==> src/hw/rtl/lcbm_pkg.sv <==
//------------------------------------------------------------------------------
// lcbm_pkg
// Shared types and constants of the loop candidate best-match selector.
//------------------------------------------------------------------------------
`timescale 1ns / 1ps
`default_nettype none

package lcbm_pkg;

	typedef struct packed {
		logic               action;
		logic               pose_valid;
		logic signed [31:0] pos_x;
		logic signed [31:0] pos_y;
		logic signed [15:0] heading;
		logic [62:0]        stamp_ns;
		logic [31:0]        frame_id;
		logic               last;
	} item_t;

	typedef struct packed {
		logic               found;
		logic [11:0]        best_position;
		logic [31:0]        best_frame_id;
		logic [62:0]        best_stamp;
		logic [31:0]        best_distance;
		logic [14:0]        best_yaw_gap;
		logic [15:0]        match_score;
		logic signed [63:0] best_time_gap;
	} result_t;

	localparam logic ACT_QUERY    = 1'b0;
	localparam logic ACT_KEYFRAME = 1'b1;

	localparam logic [1:0] REG_DIST_LIMIT = 2'd0;
	localparam logic [1:0] REG_YAW_LIMIT  = 2'd1;
	localparam logic [1:0] REG_MIN_GAP    = 2'd2;
	localparam logic [1:0] REG_MIN_SCORE  = 2'd3;

	localparam logic [1:0] SEL_DIST = 2'd0;
	localparam logic [1:0] SEL_YAW  = 2'd1;
	localparam logic [1:0] SEL_TIME = 2'd2;

	localparam logic [31:0] DIST_LIMIT_RST = 32'd196608;
	localparam logic [14:0] YAW_LIMIT_RST  = 15'd4096;
	localparam logic [39:0] MIN_GAP_RST    = 40'd10000000000;
	localparam logic [15:0] MIN_SCORE_RST  = 16'd32768;

	localparam logic [31:0] DIST_FLOOR = 32'd655;
	localparam logic [14:0] YAW_FLOOR  = 15'd82;
	localparam logic signed [17:0] PI_Q13     = 18'sd25736;
	localparam logic signed [17:0] TWO_PI_Q13 = 18'sd51472;
	localparam logic [16:0] ONE_Q16 = 17'd65536;
	localparam logic [32:0] W_DIST = 33'd32768;
	localparam logic [32:0] W_YAW  = 33'd13107;
	localparam logic [32:0] W_TIME = 33'd19661;

	typedef enum logic [3:0] {
		ST_IDLE,
		ST_GATE,
		ST_MULX,
		ST_MULY,
		ST_SUM,
		ST_ROOT_INIT,
		ST_ROOT,
		ST_LIMIT,
		ST_DIV,
		ST_DSTORE,
		ST_SCORE,
		ST_UPDATE,
		ST_FIN,
		ST_EMIT
	} state_t;

	typedef struct packed {
		logic       load_query;
		logic       load_item;
		logic       gate;
		logic       mul_x;
		logic       mul_y;
		logic       sum;
		logic       root_load;
		logic       root_step;
		logic       div_load;
		logic       div_step;
		logic       div_store;
		logic [1:0] div_sel;
		logic       score;
		logic       update;
		logic       emit;
	} ctl_cmd_t;

	typedef struct packed {
		logic query_valid;
		logic gate_ok;
		logic sum_ovf;
		logic limit_ok;
	} dp_stat_t;

endpackage

`default_nettype wire

==> src/hw/rtl/lcbm_ctrl.sv <==
//------------------------------------------------------------------------------
// lcbm_ctrl
// Sequencer: steps one keyframe through gating, root, divisions and scoring.
//------------------------------------------------------------------------------
`timescale 1ns / 1ps
`default_nettype none

module lcbm_ctrl
	import lcbm_pkg::*;
(
	input  wire logic     clk,
	input  wire logic     arst_n,
	input  wire logic     in_valid,
	output logic          in_stall,
	input  wire logic     in_action,
	input  wire logic     in_last,
	output logic          out_valid,
	input  wire logic     out_stall,
	input  wire dp_stat_t stat,
	output ctl_cmd_t      cmd
);

	state_t     state_q, state_d;
	logic [4:0] cnt_q, cnt_d;
	logic [1:0] sel_q, sel_d;
	logic       last_q, last_d;
	logic       out_valid_q;
	logic       accept;

	assign in_stall  = (state_q != ST_IDLE);
	assign out_valid = out_valid_q;
	assign accept    = in_valid && (state_q == ST_IDLE);

	always_ff @(posedge clk or negedge arst_n) begin
		if (!arst_n) begin
			state_q     <= ST_IDLE;
			cnt_q       <= '0;
			sel_q       <= SEL_DIST;
			last_q      <= 1'b0;
			out_valid_q <= 1'b0;
		end else begin
			state_q <= state_d;
			cnt_q   <= cnt_d;
			sel_q   <= sel_d;
			last_q  <= last_d;
			if (cmd.emit)
				out_valid_q <= 1'b1;
			else if (!out_stall)
				out_valid_q <= 1'b0;
		end
	end

	always_comb begin
		state_d     = state_q;
		cnt_d       = cnt_q;
		sel_d       = sel_q;
		last_d      = last_q;
		cmd         = '0;
		cmd.div_sel = sel_q;
		unique case (state_q)
			ST_IDLE: begin
				if (accept) begin
					if (in_action == ACT_QUERY) begin
						cmd.load_query = 1'b1;
						if (in_last)
							state_d = ST_EMIT;
					end else if (stat.query_valid) begin
						cmd.load_item = 1'b1;
						last_d        = in_last;
						state_d       = ST_GATE;
					end else if (in_last) begin
						state_d = ST_EMIT;
					end
				end
			end
			ST_GATE: begin
				cmd.gate = 1'b1;
				state_d  = stat.gate_ok ? ST_MULX : ST_FIN;
			end
			ST_MULX: begin
				cmd.mul_x = 1'b1;
				state_d   = ST_MULY;
			end
			ST_MULY: begin
				cmd.mul_y = 1'b1;
				state_d   = ST_SUM;
			end
			ST_SUM: begin
				cmd.sum = 1'b1;
				state_d = ST_ROOT_INIT;
			end
			ST_ROOT_INIT: begin
				if (stat.sum_ovf) begin
					state_d = ST_FIN;
				end else begin
					cmd.root_load = 1'b1;
					cnt_d         = '0;
					state_d       = ST_ROOT;
				end
			end
			ST_ROOT: begin
				cmd.root_step = 1'b1;
				cnt_d         = cnt_q + 5'd1;
				if (cnt_q == 5'd31)
					state_d = ST_LIMIT;
			end
			ST_LIMIT: begin
				if (stat.limit_ok) begin
					cmd.div_load = 1'b1;
					cmd.div_sel  = SEL_DIST;
					sel_d        = SEL_DIST;
					cnt_d        = '0;
					state_d      = ST_DIV;
				end else begin
					state_d = ST_FIN;
				end
			end
			ST_DIV: begin
				cmd.div_step = 1'b1;
				cnt_d        = cnt_q + 5'd1;
				if (cnt_q == 5'd15)
					state_d = ST_DSTORE;
			end
			ST_DSTORE: begin
				cmd.div_store = 1'b1;
				cnt_d         = '0;
				if (sel_q == SEL_TIME) begin
					state_d = ST_SCORE;
				end else begin
					// Start the next ratio in the same cycle the last one is stored.
					sel_d        = sel_q + 2'd1;
					cmd.div_load = 1'b1;
					state_d      = ST_DIV;
				end
			end
			ST_SCORE: begin
				cmd.score = 1'b1;
				state_d   = ST_UPDATE;
			end
			ST_UPDATE: begin
				cmd.update = 1'b1;
				state_d    = ST_FIN;
			end
			ST_FIN: begin
				state_d = last_q ? ST_EMIT : ST_IDLE;
			end
			ST_EMIT: begin
				if (!out_valid_q || !out_stall) begin
					cmd.emit = 1'b1;
					state_d  = ST_IDLE;
				end
			end
			default: begin
				state_d = ST_IDLE;
			end
		endcase
	end

endmodule

`default_nettype wire

==> config.mk <==
export PLATFORM = sky130hd
export DESIGN_NAME = lcbm_ctrl
export DESIGN_NICKNAME = d
export VERILOG_FILES = /design/src/hw/rtl/lcbm_pkg.sv /design/src/hw/rtl/lcbm_ctrl.sv
export SDC_FILE = /design/constraint.sdc
export NUM_CORES = 1
export LEC_CHECK = 0
export BUFFER_PORTS_ARGS = -buffer_cell sky130_fd_sc_hd__buf_2
export CAP_MARGIN = 30
export CORE_MARGIN = 8
export CORE_UTILIZATION = 57
export CTS_BUF_LIST = sky130_fd_sc_hd__clkbuf_8
export DETAILED_ROUTE_END_ITERATION = 7
export PLACE_DENSITY_LB_ADDON = 0.25
export REMOVE_ABC_BUFFERS = 1
export SLEW_MARGIN = 0
export SYNTH_ARGS = -nofsm -noshare
export SYNTH_HDL_FRONTEND = slang
export SYNTH_SLANG_ARGS = --single-unit
==> constraint.sdc <==
create_clock -name clk -period 4.07 [get_ports clk]
set_input_delay 0.407 -clock clk [delete_from_list [all_inputs] [get_ports clk]]
set_output_delay 0.407 -clock clk [all_outputs]
set_load 0.01 [all_outputs]
==> impl_results.md <==
- Status: finished, final reports clean
- Max VDD drop: around 0.00047 V
- Synth Register Bits: 13
- Slew headroom: around three fifths
- Critical path type: reg2out
- TritonCTS clock tree: built
- Synth Cell Area: between 900 and 1000 um^2
- Clock power frac: 13.2%
- Comb power frac: 48.5%
- Worst skew pair latency: around 0.24 ns
- DIE HEIGHT: 57.1 um
- DRT iter0 DRCs: 8
- Avg Cell Area, Syn: approximately 8.9 um^2
- Max stage delay cell, worst path: dfrtp_1
- Top-area cell type share of the netlist area: approximately 34%
- Yosys cell types: between 40 and 50
- Max stage delay on crit path: between 0.5 and 0.6 ns
- Cell Int Power: around 0.44 mW
- Number of nets in the layout: ~150
- Row Count: 15
- Worst Setup End Kind: output pin
- DIE AREA: 3260 um^2
- Post-route ant nets: 0
- # setup viols final: 0
- Routed len/inst: 14.3 um
- Register area share after synthesis: 33.8%
- Vias in the first global route: between 800 and 900
- CTS max path bufs: 2
- Filler Cells Inserted: roughly 140
- RSZ-0062 raised after global routing: no
- CTS Sinks: 13
- Worst Path Max Fanout: 19
- Final worst path period share: between 50% and 60%
- Switching pwr: ~0.36 mW
- Max Slew Vio Count: 0
- Worst-Margin Slew: 0.611 ns
- Critical Path RT: 3.66 ns
- Post-DP HPWL: 1640 um
- Depth of the CTS H-tree: 1
- Hold buffers post-CTS: 0
- GRT Overall Usage: a little over an eighth
- Leak: approximately 0.56 nW
- CORE AREA: approximately 1700 um^2
- Die width: 57.1 um
- WL final: roughly 2100 um
- Initial antenna violation count: 0
- Worst hold path class: in2async
- Maxcap violations: 0
- DR pass1 iterations: 4
- DRC violations left: 0
- Worst Hold Slack: 0.0439 ns
- Area of the multi-input gates: 571 um^2
- Crit path DAT: between 1.5 and 2 ns
- Port bufs: 27
- CTS buffer count: 3
- Post-CTS Setup Repair Bufs: 0
- EDFF count, synth: 0
- Met2 WL: 1030 um
- Layout cells sized above 1: 26.0%
- Ant diodes: 0
- FMAX: 421 MHz
- Sw Ratio: between 40% and 50%
- First-pass GRT wire length: between 3000 and 4000 um
- Largest net degree at the start of global routing: 20
- Grt total ovfl: 0
- DR WL met3: 171 um
- Highest routed metal layer: met4
- Synth top cells by count: dfrtp_1 (13), nand2_1 (9), nor2_1 (8)
- PnR Total Power: 0.801 mW
- Fin Setup TNS: 0 ns
- Seq pwr share: approximately two fifths
- Synth area leaders: dfrtp_1 (34%), ha_1 (5.2%), nand2b_1 (3.9%)
- Clk root buf: clkbuf_8
- Reg area: between 300 and 400 um^2
- Met1 wire length: approximately 880 um
- Clock Pin Slew Worst Setup and Hold Paths: roughly 0.050 ns
- Async SR Flop Fraction: 100%
- CP Launch Type: flip-flop
- Initial Util: between 50% and 60%
- Vias: a little under 900
- # IOs: 28
- Synth warn: 0
- Most frequent cell after synthesis: dfrtp_1
- Critical path cell sequence: nand2b_1, or3_1, and2_1, buf_2
- Power density cells: roughly 700 nW/um^2
- Area delta synth->final: 15.6%
- Routability Congestion: 0.805
- Clk_skew: 0.00195 ns
- Hold Fails Final Rpt: 0
- Leading area contributor after synthesis: dfrtp_1
- Post-Synthesis Cells: between 100 and 150
- Post_cts resized: 0
- Top FF cell, synth: dfrtp_1
- Min cycle time layout: 2.38 ns
- Via/cell ratio: 6.01
[power groups by stage]
stage	sequential, mW	clock, mW	combinational (mW)
6_report	0.306	0.106	0.389
5_1_grt	0.322	0.117	0.440
4_1_cts	0.304	0.111	0.395
3_5_place_dp	0.308	0	0.390
3_3_place_gp	0.300	0	0.384
2_1_floorplan	0.281	0	0.285
[per-stage QoR]
| step | util (%) | worst slack, ns | cell area, um^2 | instances |
|---|---|---|---|---|
| after floorplan | - | 2.24 | 911 | 100 |
| after global placement | 64.6 | 2.04 | 1070 | 144 |
| after detailed placement | 64.6 | 1.97 | 1070 | 144 |
| after CTS | 67.3 | 1.72 | 1110 | 148 |
| after global routing | 67.3 | 1.59 | 1110 | 148 |
| final | 67.3 | 1.69 | 1110 | 148 |
[kinds of logic (layout without fill, tap and decap cells)]
| kind of cell | after synthesis | in the layout | synth area share [%] |
|---|---|---|---|
| adders and majority gates | 4 | 4 | 5.20 |
| AOI/OAI and AO/OA | 27 | 27 | 19.9 |
| buffers and inverters | 12 | 35 | 6.89 |
| and+or+nand+nor | 46 | 46 | 27.8 |
| muxes | 5 | 5 | 5.46 |
| DFF | 13 | 13 | 33.8 |
| xor gates and xnor gates | 1 | 1 | 0.910 |
[critical path: cells and delay by family, from the launching register on]
family,cells,cell delay [ns]
buf+inv,1,0.13
simple gates,3,1.01
flops,1,0.59
[cell usage in the layout, fill, tap and decap left out, types with 2 or more instances in the layout]
cell      Yosys  routed
a21oi_1       3       3
a22o_1        2       2
a22oi_1       2       2
a31oi_1       2       2
and2_1        2       2
buf_2         5      27
clkbuf_8      0       3
dfrtp_1      13      13
ha_1          4       4
inv_1         4       5
mux2_2        2       2
mux2i_1       3       3
nand2_1       9       9
nand2b_1      6       6
nand3_1       3       3
nand4b_1      2       2
nor2_1        8       8
nor3_1        7       7
o21a_1        3       3
o21ai_0       4       4
or3_1         2       2
[state kept, by name (all words and copies together) (netlist names)]
signal     cells
sel_q          2
cnt_q          5
last_q         1
state_q        4
out_valid      1
[path summary, 6_finish.rpt]
path | slack [ns] | from | depth (start not counted) | endpoint
min reg2reg | 0.50 | sel_q[0]$_DFFE_PN0P_ | 1 | sel_q[0]$_DFFE_PN0P_
max in group asynchronous | 3.81 | arst_n | 1 | state_q[2]$_DFFE_PN0P_
max reg2reg | 2.20 | cnt_q[0]$_DFFE_PN0P_ | 7 | state_q[3]$_DFFE_PN0P_
min in group clk | 0.44 | in_last | 2 | last_q$_DFFE_PN0P_
max | 1.69 | state_q[3]$_DFFE_PN0P_ | 4 | cmd[3]
min | 0.04 | arst_n | 1 | cnt_q[3]$_DFFE_PN0P_
[metal layers]
layer | vias up | global-route usage (%)
met1 | 413 | 14.9
met5 | - | 0
met4 | 0 | 6.04
met3 | 4 | 5.10
met2 | 30 | 22.0
li1 | 443 | -
[layout make-up]
cell class,instances,share of cell area (%)
Inverter,4,1.35
Sequential cell,13,29.2
Multi-Input combinational cell,83,51.3
Clock buffer,3,3.71
Timing Repair Buffer,27,12.1
Tap cell,17,1.91
Clock inverter,1,0.337
No activity file was read; power rests on OpenSTA's default activity.
